[src/pgs_pkg.sv]
// Package for the power good supervisor: codes, thresholds, field widths and
// the status struct passed from the power evaluator to the top level.
// No dependencies.
package pgs_pkg;

  // Field widths
  localparam int unsigned MvW     = 14;  // signed millivolt fields
  localparam int unsigned RawW    = 11;  // signed raw ADC field
  localparam int unsigned FlagW   = 2;   // signed tri-state flags
  localparam int unsigned RegW    = 13;  // threshold registers
  localparam int unsigned CfgIdxW = 1;   // two registers

  localparam int unsigned InDataW  = 64; // 60 payload bits, byte padded
  localparam int unsigned OutDataW = 8;  // 7 payload bits, byte padded

  // Register indexes
  localparam logic [CfgIdxW-1:0] REG_BATTERY_MIN = 1'd0;
  localparam logic [CfgIdxW-1:0] REG_RAIL_MIN    = 1'd1;

  localparam logic [RegW-1:0] BATTERY_MIN_RESET = 13'd3300;
  localparam logic [RegW-1:0] RAIL_MIN_RESET    = 13'd4500;

  // Operation codes (travel on tuser)
  localparam logic OP_REFRESH = 1'b0;
  localparam logic OP_BUTTON  = 1'b1;

  // Rail clamp and battery mapping constants
  localparam logic [RegW-1:0] RAIL_CLAMP_MV = 13'd5500;
  localparam logic [9:0]      RAW_CLAMP     = 10'd930;
  localparam logic [RegW-1:0] BATT_LOW_MV   = 13'd3000;
  localparam logic [RegW-1:0] BATT_HIGH_MV  = 13'd4200;

  // (raw*1200 + 465) / 930 == (40*raw + 15) / 31 for raw <= 930.
  // Divide by 31 as multiply by ceil(2^21/31), exact for numerators < 72315.
  localparam logic [15:0] MAP_OFFSET = 16'd15;
  localparam int unsigned RecipShift = 21;
  localparam logic [16:0] RECIP_31   = 17'd67651;

  typedef enum logic [1:0] {
    SRC_NONE     = 2'd0,
    SRC_COMPUTER = 2'd1,
    SRC_CHARGER  = 2'd2,
    SRC_OTG      = 2'd3
  } usb_source_t;

  typedef struct packed {
    logic        has_power;
    usb_source_t usb_source;
  } power_status_t;

endpackage

[src/pgs_batt_level.sv]
// Battery voltage selection: direct millivolts, else mapped raw ADC level,
// else the full-charge default. Depends on pgs_pkg.
module pgs_batt_level (
  input  logic signed [pgs_pkg::MvW-1:0]  battery_mv,
  input  logic signed [pgs_pkg::RawW-1:0] battery_raw,
  output logic        [pgs_pkg::RegW-1:0] level_mv
);

  logic [9:0]  raw_clamped;
  logic [15:0] numer;
  logic [32:0] prod;
  logic [10:0] quot;

  always_comb begin
    raw_clamped = (battery_raw[9:0] > pgs_pkg::RAW_CLAMP) ? pgs_pkg::RAW_CLAMP
                                                           : battery_raw[9:0];
    // 40*r + 15 with shifts
    numer = {1'b0, raw_clamped, 5'b0} + {3'b0, raw_clamped, 3'b0} + pgs_pkg::MAP_OFFSET;
    prod  = 33'(numer) * 33'(pgs_pkg::RECIP_31);
    quot  = prod[pgs_pkg::RecipShift +: 11];
  end

  always_comb begin
    if (!battery_mv[pgs_pkg::MvW-1]) begin
      level_mv = battery_mv[pgs_pkg::RegW-1:0];
    end else if (!battery_raw[pgs_pkg::RawW-1]) begin
      level_mv = pgs_pkg::BATT_LOW_MV + {2'b0, quot};
    end else begin
      level_mv = pgs_pkg::BATT_HIGH_MV;
    end
  end

endmodule

[src/pgs_power_eval.sv]
// Source classification and power decision for one beat.
// Depends on pgs_pkg and pgs_batt_level.
module pgs_power_eval (
  input  logic                              otg_cable,
  input  logic                              cable_connected,
  input  logic signed [pgs_pkg::MvW-1:0]    bus_mv,
  input  logic                              host_link_active,
  input  logic signed [pgs_pkg::FlagW-1:0]  dock_attached,
  input  logic signed [pgs_pkg::MvW-1:0]    dock_rail_mv,
  input  logic signed [pgs_pkg::FlagW-1:0]  battery_present,
  input  logic signed [pgs_pkg::MvW-1:0]    battery_mv,
  input  logic signed [pgs_pkg::RawW-1:0]   battery_raw,
  input  logic        [pgs_pkg::RegW-1:0]   battery_min_mv,
  input  logic        [pgs_pkg::RegW-1:0]   rail_min_mv,
  output pgs_pkg::power_status_t            status
);

  logic [pgs_pkg::RegW-1:0] batt_level;
  logic [pgs_pkg::RegW-1:0] bus_clamped;
  logic [pgs_pkg::RegW-1:0] dock_clamped;
  logic                     bus_low;
  logic                     ext_ok;
  logic                     batt_ok;
  pgs_pkg::usb_source_t     src;

  pgs_batt_level u_batt (
    .battery_mv  (battery_mv),
    .battery_raw (battery_raw),
    .level_mv    (batt_level)
  );

  function automatic logic [pgs_pkg::RegW-1:0] clamp_rail(
    input logic signed [pgs_pkg::MvW-1:0] v
  );
    logic [pgs_pkg::RegW-1:0] r;
    if (v[pgs_pkg::MvW-1]) begin
      r = '0;
    end else if (v[pgs_pkg::RegW-1:0] > pgs_pkg::RAIL_CLAMP_MV) begin
      r = pgs_pkg::RAIL_CLAMP_MV;
    end else begin
      r = v[pgs_pkg::RegW-1:0];
    end
    return r;
  endfunction

  always_comb begin
    // unclamped signed compare; a missing reading is below any threshold
    bus_low = $signed({bus_mv[pgs_pkg::MvW-1], bus_mv}) < $signed({2'b00, rail_min_mv});

    if (otg_cable) begin
      src = pgs_pkg::SRC_OTG;
    end else if (!cable_connected || bus_low) begin
      src = pgs_pkg::SRC_NONE;
    end else if (host_link_active) begin
      src = pgs_pkg::SRC_COMPUTER;
    end else begin
      src = pgs_pkg::SRC_CHARGER;
    end

    bus_clamped  = clamp_rail(bus_mv);
    dock_clamped = clamp_rail(dock_rail_mv);

    ext_ok = ((src == pgs_pkg::SRC_COMPUTER || src == pgs_pkg::SRC_CHARGER)
              && bus_clamped >= rail_min_mv)
          || (dock_attached == 2'sb01 && dock_clamped >= rail_min_mv);
    batt_ok = (battery_present != '0) && (batt_level >= battery_min_mv);

    status.has_power  = ext_ok || batt_ok;
    status.usb_source = src;
  end

endmodule

[src/power_good_supervisor.sv]
// Power good supervisor (uses pgs_pkg, pgs_power_eval): classifies the USB source,
// decides whether power is good and tracks loss and return of power for sleep and resets.
// An accepted input beat goes through the input register, then the result register, to m_*.
// Throughput: one beat per cycle through the input and result registers; the input
// stalls only while a full result register sees m_tready low.
// Reset (rst, synchronous): thresholds 3300/4500 mV, power history clear, pipe empty.
module power_good_supervisor (
  input  logic                             clk,
  input  logic                             rst,

  // tdata, lowest bit up: otg_cable, cable_connected, bus_mv[14],
  // host_link_active, dock_attached[2], dock_rail_mv[14], battery_present[2],
  // battery_mv[14], battery_raw[11], zero fill
  input  logic [pgs_pkg::InDataW-1:0]      s_tdata,
  // tuser: operation (0 refresh, 1 back reset button)
  input  logic                             s_tuser,
  input  logic                             s_tvalid,
  output logic                             s_tready,

  // tdata, lowest bit up: has_power, usb_source[2], sleep_set, sleep_clear,
  // reset_request, forced_off, zero fill
  output logic [pgs_pkg::OutDataW-1:0]     m_tdata,
  output logic                             m_tvalid,
  input  logic                             m_tready,

  input  logic                             cfg_we,
  input  logic [pgs_pkg::CfgIdxW-1:0]      cfg_index,
  input  logic [pgs_pkg::RegW-1:0]         cfg_wdata
);

  // Threshold registers
  logic [pgs_pkg::RegW-1:0] battery_min_mv;
  logic [pgs_pkg::RegW-1:0] rail_min_mv;

  always_ff @(posedge clk) begin
    if (rst) begin
      battery_min_mv <= pgs_pkg::BATTERY_MIN_RESET;
      rail_min_mv    <= pgs_pkg::RAIL_MIN_RESET;
    end else if (cfg_we) begin
      case (cfg_index)
        pgs_pkg::REG_BATTERY_MIN: battery_min_mv <= cfg_wdata;
        pgs_pkg::REG_RAIL_MIN:    rail_min_mv    <= cfg_wdata;
        default: ;
      endcase
    end
  end

  // Stage 1: input register
  logic                        in_valid;
  logic [pgs_pkg::InDataW-1:0] in_data;
  logic                        in_op;
  logic                        advance;

  // stage 1 moves into the result register when that is empty or draining
  assign advance  = in_valid && (!m_tvalid || m_tready);
  assign s_tready = !in_valid || advance;

  always_ff @(posedge clk) begin
    if (rst) begin
      in_valid <= 1'b0;
    end else if (s_tready) begin
      in_valid <= s_tvalid;
    end
  end

  always_ff @(posedge clk) begin
    if (s_tready && s_tvalid) begin
      in_data <= s_tdata;
      in_op   <= s_tuser;
    end
  end

  // Power evaluation on the registered beat
  pgs_pkg::power_status_t status;

  pgs_power_eval u_eval (
    .otg_cable        (in_data[0]),
    .cable_connected  (in_data[1]),
    .bus_mv           (in_data[15:2]),
    .host_link_active (in_data[16]),
    .dock_attached    (in_data[18:17]),
    .dock_rail_mv     (in_data[32:19]),
    .battery_present  (in_data[34:33]),
    .battery_mv       (in_data[48:35]),
    .battery_raw      (in_data[59:49]),
    .battery_min_mv   (battery_min_mv),
    .rail_min_mv      (rail_min_mv),
    .status           (status)
  );

  // Power history; updated as each beat leaves stage 1, so the next beat in
  // stage 1 always sees the history left by the previous one.
  logic seen_first, seen_first_next;
  logic last_power, last_power_next;
  logic forced_off, forced_off_next;
  logic sleep_set, sleep_clear, reset_request;

  always_comb begin
    seen_first_next = seen_first;
    last_power_next = last_power;
    forced_off_next = forced_off;
    sleep_set       = 1'b0;
    sleep_clear     = 1'b0;
    reset_request   = 1'b0;
    if (in_op == pgs_pkg::OP_BUTTON) begin
      // button press: reset only with power, history untouched
      reset_request = status.has_power;
    end else if (!seen_first) begin
      // first refresh only records the state (sleep on no power)
      seen_first_next = 1'b1;
      last_power_next = status.has_power;
      if (!status.has_power) begin
        forced_off_next = 1'b1;
        sleep_set       = 1'b1;
      end
    end else begin
      if (!status.has_power) begin
        forced_off_next = 1'b1;
        sleep_set       = 1'b1;
      end else if (!last_power || forced_off) begin
        // power came back
        forced_off_next = 1'b0;
        sleep_clear     = 1'b1;
        reset_request   = 1'b1;
      end
      last_power_next = status.has_power;
    end
  end

  always_ff @(posedge clk) begin
    if (rst) begin
      seen_first <= 1'b0;
      last_power <= 1'b0;
      forced_off <= 1'b0;
    end else if (advance) begin
      seen_first <= seen_first_next;
      last_power <= last_power_next;
      forced_off <= forced_off_next;
    end
  end

  // Stage 2: result register
  always_ff @(posedge clk) begin
    if (rst) begin
      m_tvalid <= 1'b0;
    end else if (!m_tvalid || m_tready) begin
      m_tvalid <= in_valid;
    end
  end

  always_ff @(posedge clk) begin
    if (advance) begin
      m_tdata <= {1'b0, forced_off_next, reset_request, sleep_clear, sleep_set,
                  status.usb_source, status.has_power};
    end
  end

  // Checks
  a_sleep_exclusive: assert property (@(posedge clk) disable iff (rst)
    m_tvalid |-> !(m_tdata[3] && m_tdata[4]))
    else $error("sleep set and clear in one result");

  a_clear_implies_reset: assert property (@(posedge clk) disable iff (rst)
    m_tvalid && m_tdata[4] |-> m_tdata[5] && m_tdata[0])
    else $error("sleep clear without power and reset");

  a_sleep_forces_off: assert property (@(posedge clk) disable iff (rst)
    m_tvalid && m_tdata[3] |-> m_tdata[6] && !m_tdata[0])
    else $error("sleep request without forced off");

  a_stall_holds_stage1: assert property (@(posedge clk) disable iff (rst)
    in_valid && !advance |=> in_valid && $stable(in_data))
    else $error("stage 1 beat lost while stalled");

endmodule

[config.mk]
export PLATFORM = sky130hd
export DESIGN_NAME = power_good_supervisor
export DESIGN_NICKNAME = d
export VERILOG_FILES = /design/src/pgs_pkg.sv /design/src/pgs_batt_level.sv /design/src/pgs_power_eval.sv /design/src/power_good_supervisor.sv
export SDC_FILE = /design/constraint.sdc
export NUM_CORES = 1
export LEC_CHECK = 0
export BUFFER_PORTS_ARGS = -buffer_cell sky130_fd_sc_hd__buf_2
export CAP_MARGIN = 20
export CORE_ASPECT_RATIO = 0.8
export CORE_MARGIN = 4
export CORE_UTILIZATION = 50
export DETAILED_ROUTE_END_ITERATION = 7
export GPL_ROUTABILITY_DRIVEN = 0
export PLACE_DENSITY = 0.7
export SETUP_SLACK_MARGIN = 0.2
export SLEW_MARGIN = 25
export SYNTH_ARGS = -nofsm -noshare
export SYNTH_HDL_FRONTEND = slang
export SYNTH_SLANG_ARGS = --single-unit
[constraint.sdc]
create_clock -name clk -period 25 [get_ports clk]
set_clock_uncertainty 0.1 [all_clocks]
set_input_delay 5 -clock clk [delete_from_list [all_inputs] [get_ports clk]]
set_output_delay 5 -clock clk [all_outputs]
set_load 0.005 [all_outputs]
==> summary.md, run 1 <==
| Metric | Value |
|---|---|
| Status | `finished, final reports clean` |
| HPWL after DPL | `14400 microns` |
| FF-to-FF Start | `in_data[55]$_DFFE_PP_` |
| Setup TNS | `0 ps` |
| GRT met3 Usage | `3.79%` |
| Final hold vios | `0` |
| Worst path max stage delay | `600 ps` |
| Post-CTS Hold Buffers | `0` |
| Mean Syn Cell Area | `9.69 sq um` |
| Final critical-path share of the clock period | `45.0%` |
| Die area | `19000 sq um` |
| I/O Pins | `94` |
| Starting Density | `51.0%` |
| CP Launch Type | `flip-flop` |
| Rel. slew slack | `25.3%` |
| # DRC | `0` |
| Final #Nets | `1205` |
| # rows | `42` |
| Initial antenna violation count | `0` |
| Placeable Area | `16600 sq um` |
| CP max FO | `12` |
| Crit path buffers/inverters | `6` |
| Leak Pwr | `4.38 nW` |
| Placed inst area | `9020 sq um` |
| PortBufs | `88` |
| CTS tree | `built` |
| WHS Endpoint | `battery_min_mv[8]$_SDFFE_PP0P_` |
| GR Util met1 | `30.5%` |
| Clock buffer count from CTS | `9` |
| Synth async-reset ratio | `0%` |
| Synth Flop Type | `edfxtp_1` |
| Worst hold path type | `reg2reg` |
| Syn_nets | `1132` |
| Fmax | `89.0 MHz` |
| Post-synthesis cell count | `870` |
| Post-CTS sizing | `0` |
| Number of global-route vias before repair | `5966` |
| Fraction of layout cells with a size suffix above 1 | `14.6%` |
| Worst Tran Pin Value | `1110 ps` |
| Flop2flop setup slack | `13760 ps` |
| Reg clk slew, reported paths | `70 ps` |
| Hold Path Origin | `battery_min_mv[8]$_SDFFE_PP0P_` |
| Worst Path Arrival | `11340 ps` |
| YS warnings | `0` |
| Req. time, crit path | `25100 ps` |
| Drt total wl | `17800 microns` |
| CTS max path bufs | `2` |
| CP Class | `reg2reg` |
| Number of flops mapped to enable cells by yosys | `68` |
| Final non-filler cell area | `9350 sq um` |
| PnR worst setup slack | `13760 ps` |
| Hold depth | `2` |
| Worst Reg2Reg Path Length in Cells | `43` |
| DR pass1 iterations | `5` |
| Via count | `6283` |
| Critical Path Slowest Stage Cell | `edfxtp_1` |
| Post-CTS Setup Bufs | `0` |
| Min Tclk post-route | `11240 ps` |
| Tot Pwr | `0.925 mW` |
| R2r endpoint | `m_tdata[6]$_DFFE_PP_` |
| Initial DRC count | `398` |
| Largest net degree at the start of global routing | `62` |
| Maximum VDD drop | `0.0460 mV` |
| Worst setup EP type | `flip-flop` |
| Setup violators final | `0` |
| Clock Sinks | `99` |
| Slew Viols, Final | `0` |
| Register bit total from synthesis | `99` |
| Dpl ws | `13710 ps` |
| RSZ-0062 raised after global routing | `false` |
| Vias/cell | `5.38` |
| Die Wd | `153 microns` |
| Root buf cell | `clkbuf_16` |
| Routed WL per cell | `15.3 microns` |
| Synth area leader | `edfxtp_1` |
| Top post-synthesis cells by area | `edfxtp_1, ha_1, dfxtp_1` |
| Sequential share of the synthesized area | `31.6%` |
| Final ANT Viol Nets | `0` |
| Top cell family by delay on the critical path | `compound AO/OA/AOI/OAI gates` |
| P per Cell Area | `99.0 nW/um^2` |
| Synth cell types | `84` |
| H-tree levels | `3` |
| Met2 GRT Util | `27.3%` |
| Antenna cells | `0` |
| Grt total ovfl | `0` |
| Area growth syn-to-layout | `10.9%` |
| Top cell type's share of synthesized area | `24.2%` |
| Utilization after layout | `56.5%` |
| Gr busiest metal | `met1` |
| First-pass GRT wire length | `29700 microns` |
| Post-Syn Area | `8430 sq um` |
| Worst skew pair latency | `340 ps` |
| Die height | `124 microns` |
| Total track usage | `19.3%` |
| Max-Cap Viols | `0` |
[final cells by class]
cell class | count | area, sq um
fill | 1476 | 7200
multi-input combinational | 640 | 5260
sequential | 99 | 2660
timing repair buffer | 89 | 448
inverter | 104 | 390
clock buffer | 11 | 275
tap | 220 | 275
clock inverter | 5 | 45.0
[worst reg2reg max path, delay by kind of cell (launching register included)]
family / cells / cell delay [ps]
fa+ha+maj: 10 / 3410
flops: 1 / 600
buf+inv: 6 / 490
xor+xnor: 2 / 490
compound gates: 18 / 4420
simple gates: 7 / 1570
[worst max path at each step]
stage | from | to | slack, ps | cells after the start
after floorplan | m_tready | s_tready | 14620 | 2
after global placement | in_data[55]$_DFFE_PP_ | m_tdata[6]$_DFFE_PP_ | 13820 | 43
after detailed placement | in_data[55]$_DFFE_PP_ | m_tdata[6]$_DFFE_PP_ | 13710 | 43
after CTS | in_data[55]$_DFFE_PP_ | m_tdata[6]$_DFFE_PP_ | 13700 | 43
after global routing | in_data[55]$_DFFE_PP_ | m_tdata[6]$_DFFE_PP_ | 12860 | 43
final | in_data[55]$_DFFE_PP_ | m_tdata[6]$_DFFE_PP_ | 13760 | 43
[metrics by stage]
step / hold WS [ps] / instances
CTS: 359 / 1168
global route: 379 / 1168
global placement: 343 / 1152
finish: 357 / 1168
detailed placement: 346 / 1152
floorplan: 336 / 870
[Yosys cell counts (11+ instances only)]
cell      instances
a21o_1           15
a21oi_1          57
and2_1           13
clkbuf_1         14
dfxtp_1          31
edfxtp_1         68
fa_1             18
ha_1            160
inv_1           103
nand2_1          73
nand3b_1         11
nor2_1           46
nor2b_1          19
o21ai_0          31
xor2_1           16
[logic make-up (layout without fill, tap and decap cells)]
logic type / Yosys count / count (layout) / share of synthesized area [%]
simple gates: 225 / 225 / 13.8
compound gates: 207 / 207 / 17.2
fa+ha+maj: 180 / 180 / 28.3
buf+inv: 131 / 209 / 6.26
flops: 99 / 99 / 31.6
xor+xnor: 27 / 27 / 2.89
other cells: 1 / 1 / 0.0445
[sequential cells by signal, summed over array words and instances (netlist names)]
register and cells:
in_op 1, in_data 60, in_valid 1, m_tvalid 1, rail_min_mv 13, last_power 1, seen_first 1, m_tdata 7
battery_min_mv 13, forced_off 1
[layer usage]
metal	part of all wire, %	up-vias	wire [microns]
met5	0	-	0
met4	0.84	0	150
met3	6.6	14	1170
met2	39	160	7020
met1	53	2847	9490
li1	-	3262	-
[where the power goes]
part           internal [mW]  switching (mW)
logic                  0.253           0.333
registers              0.186         0.00706
clock network         0.0813          0.0647
[cells in the final DEF (no fill, tap or decap), types with 9 or more instances in the layout]
cell	n
dfxtp_1	31
clkbuf_16	11
buf_2	88
o21a_1	10
nor2b_1	18
inv_1	103
edfxtp_1	68
ha_1	160
a21oi_1	57
nand4_1	9
and2_1	12
a211oi_1	10
a21o_1	15
nand3b_1	11
o21ai_0	31
xor2_1	15
nand2_1	73
nor2_1	46
fa_1	18
xnor2_1	10
Note: power is estimated with default switching activity, not from simulation.
==> inputs of run 2 (changes only) <==
clock period = 10.8 ns   (was 25 ns; I/O delays follow)
==> run 2 against run 1 <==
Die area unchanged. Combinational power increased by 140%. First-iteration DRC count up 12%. Sequential cell count unchanged. Power up 140%. Routed wire length grew 1.6%. Sequential power is 130% higher. Critical endpoint unchanged. Largest power group unchanged. Highest routed layer unchanged.
==> summary.md, run 2 (same netlist as run 1, synthesis figures left out) <==
| Metric | Value |
|---|---|
| Status | `finished, final reports clean` |
| Final #Nets | `1228 (+1.9%)` |
| Final non-filler cell total | `1191 (+2.0%)` |
| Worst Path Arrival | `10120 ps (-1220 ps)` |
| Fmax | `99.7 MHz (+12%)` |
| # DRC | `0 (unchanged)` |
| Fraction of layout cells with a size suffix above 1 | `16.8% (+2.2 points)` |
| Number of flip-flops in the largest register | `60 (unchanged)` |
| Top flop regs | `in_data: 60 flops, battery_min_mv: 13 flops, rail_min_mv: 13 flops` |
| Final hold vios | `0 (unchanged)` |
| Internal power | `1.23 mW (+140%)` |
| Total track usage | `19.3% (about the same)` |
| Setup TNS | `0 ps (unchanged)` |
| Drt total wl | `18100 microns (+1.6%)` |
| H-tree levels | `3 (unchanged)` |
| Area occupied by registers | `2660 sq um (unchanged)` |
| RSZ-0062 raised after global routing | `false` |
| Clock buffer count from CTS | `9 (unchanged)` |
| Reg with most FFs | `in_data` |
| Clock Sinks | `99 (unchanged)` |
| P_sw | `0.946 mW (+130%)` |
| Worst Tran Pin Value | `786 ps (-321 ps)` |
| PnR worst setup slack | `769 ps (-12990 ps)` |
| Placed insts | `1171 (+1.6%)` |
| Combinational share of power | `65.3% (+1.9 points)` |
| Final critical-path share of the clock period | `92.9% (+48 points)` |
| CP Launch Type | `flip-flop` |
| CP max FO | `6 (-6)` |
| # rows | `42 (unchanged)` |
| Placeable Area | `16600 sq um (unchanged)` |
| Hold Slack | `356 ps (-0.838 ps)` |
| Critical Path Slowest Stage Cell | `fa_1` |
| Number of global-route vias before repair | `5933 (-0.55%)` |
| Grt total ovfl | `0 (unchanged)` |
| Final ANT Viol Nets | `0 (unchanged)` |
| Maximum VDD drop | `0.120 mV (+160%)` |
| Vias/cell | `5.39 (+0.21%)` |
| Req. time, crit path | `10890 ps (-14210 ps)` |
| Area growth syn-to-layout | `12.8%` |
| Part of the power in registers | `20.4% (-0.4 points)` |
| Clk pwr share | `14.3% (-1.5 points)` |
| P per Cell Area | `229 nW/um^2 (+130%)` |
| I/O Pins | `94 (unchanged)` |
| Dpl ws | `454 ps (-13260 ps)` |
| Initial DRC count | `444 (+12%)` |
| Leak Pwr | `4.49 nW (+2.5%)` |
| Setup violators final | `0 (unchanged)` |
| Worst skew pair latency | `340 ps (about the same)` |
| Worst path max stage delay | `520 ps (-80 ps)` |
| Die height | `124 microns (unchanged)` |
| Rel. slew slack | `47.6% (+22 points)` |
| CP Class | `reg2reg` |
| Slew Viols, Final | `0 (unchanged)` |
| First-pass GRT wire length | `29900 microns (+0.70%)` |
| Net Sw Frac | `43.5% (-0.28 points)` |
| Largest net degree at the start of global routing | `62 (unchanged)` |
| Multi-input logic area | `5280 sq um (+0.48%)` |
| Reg clk slew, reported paths | `70 ps (about the same)` |
| Root buf cell | `clkbuf_16` |
| Antenna cells | `0 (unchanged)` |
| CTS tree | `built` |
| Via count | `6420 (+2.2%)` |
| CTS max path bufs | `2 (unchanged)` |
| Min Tclk post-route | `10030 ps (-1210 ps)` |
| PortBufs | `88 (unchanged)` |
| Post-CTS Hold Buffers | `0 (unchanged)` |
| Commonest non-fill, non-tap cell in the layout | `ha_1` |
| Max-Cap Viols | `0 (unchanged)` |
| Layout fillers | `1448 (-1.9%)` |
| Most frequent cells in the layout | `ha_1, inv_1, buf_2` |
| Worst hold path type | `reg2reg` |
| Worst setup EP type | `flip-flop` |
| Starting Density | `51.0% (unchanged)` |
| DR pass1 iterations | `5 (unchanged)` |
| HPWL after DPL | `14500 microns (+0.28%)` |
| Die area | `19000 sq um (unchanged)` |
| Routed WL per cell | `15.2 microns (-0.34%)` |
| Die Wd | `153 microns (unchanged)` |
| Initial antenna violation count | `0 (unchanged)` |
## run 2: power by group through the flow
stage	clock [mW]	sequential, mW	combinational (mW)
after global routing	0.336	0.446	1.63
final	0.311	0.444	1.42
after floorplan	0	0.446	1.06
after detailed placement	0	0.452	1.40
after CTS	0.319	0.444	1.42
after global placement	0	0.452	1.38
## run 2: timing repair
action / CTS / global route
buffers inserted: 0 / 4
resized for setup: 0 / 4
endpoints found under the setup margin: 0 / 7
## run 2: critical path, delay by kind of cell, from the launching register on
family | cells | cell delay [ps]
flip-flops | 1 | 480
AND/OR/NAND/NOR | 7 | 1460
XOR/XNOR | 2 | 270
buffers and inverters | 6 | 360
adder cells (fa/ha/maj) | 10 | 3480
AO/OA/AOI/OAI | 18 | 3700
## run 2: final cells by class
cell class / instances / area share (%)
Multi-Input combinational cell: 640 / 55.5
Sequential cell: 99 / 28.0
Timing Repair Buffer: 112 / 6.52
Inverter: 104 / 4.10
Tap cell: 220 / 2.89
Clock buffer: 10 / 2.51
Clock inverter: 6 / 0.473
## run 2: path summary, 6_finish.rpt
path,start,end,slack (ps),cells after the start
max,in_data[55]$_DFFE_PP_,m_tdata[6]$_DFFE_PP_,770,43
max reg2reg,in_data[55]$_DFFE_PP_,m_tdata[6]$_DFFE_PP_,770,43
min reg2reg,rail_min_mv[6]$_SDFFE_PP0P_,rail_min_mv[6]$_SDFFE_PP0P_,360,2
min,rail_min_mv[6]$_SDFFE_PP0P_,rail_min_mv[6]$_SDFFE_PP0P_,360,2
## run 2: metal layers
layer | vias to the layer above | routed length [microns] | track usage, %
met5 | - | 0 | 0
met3 | 12 | 1090 | 3.54
li1 | 3317 | - | -
met2 | 145 | 7190 | 27.9
met1 | 2946 | 9730 | 30.5
met4 | 0 | 103 | 2.73
## run 2: per-stage QoR
stage          instance area, sq um  util, %  total power [mW]
6_report                       9510     57.5              2.18
5_1_grt                        9510     57.5              2.41
4_1_cts                        9450     57.1              2.18
3_5_place_dp                   9160     55.4              1.85
3_3_place_gp                   9160     55.4              1.83
2_1_floorplan                  8430        -              1.51
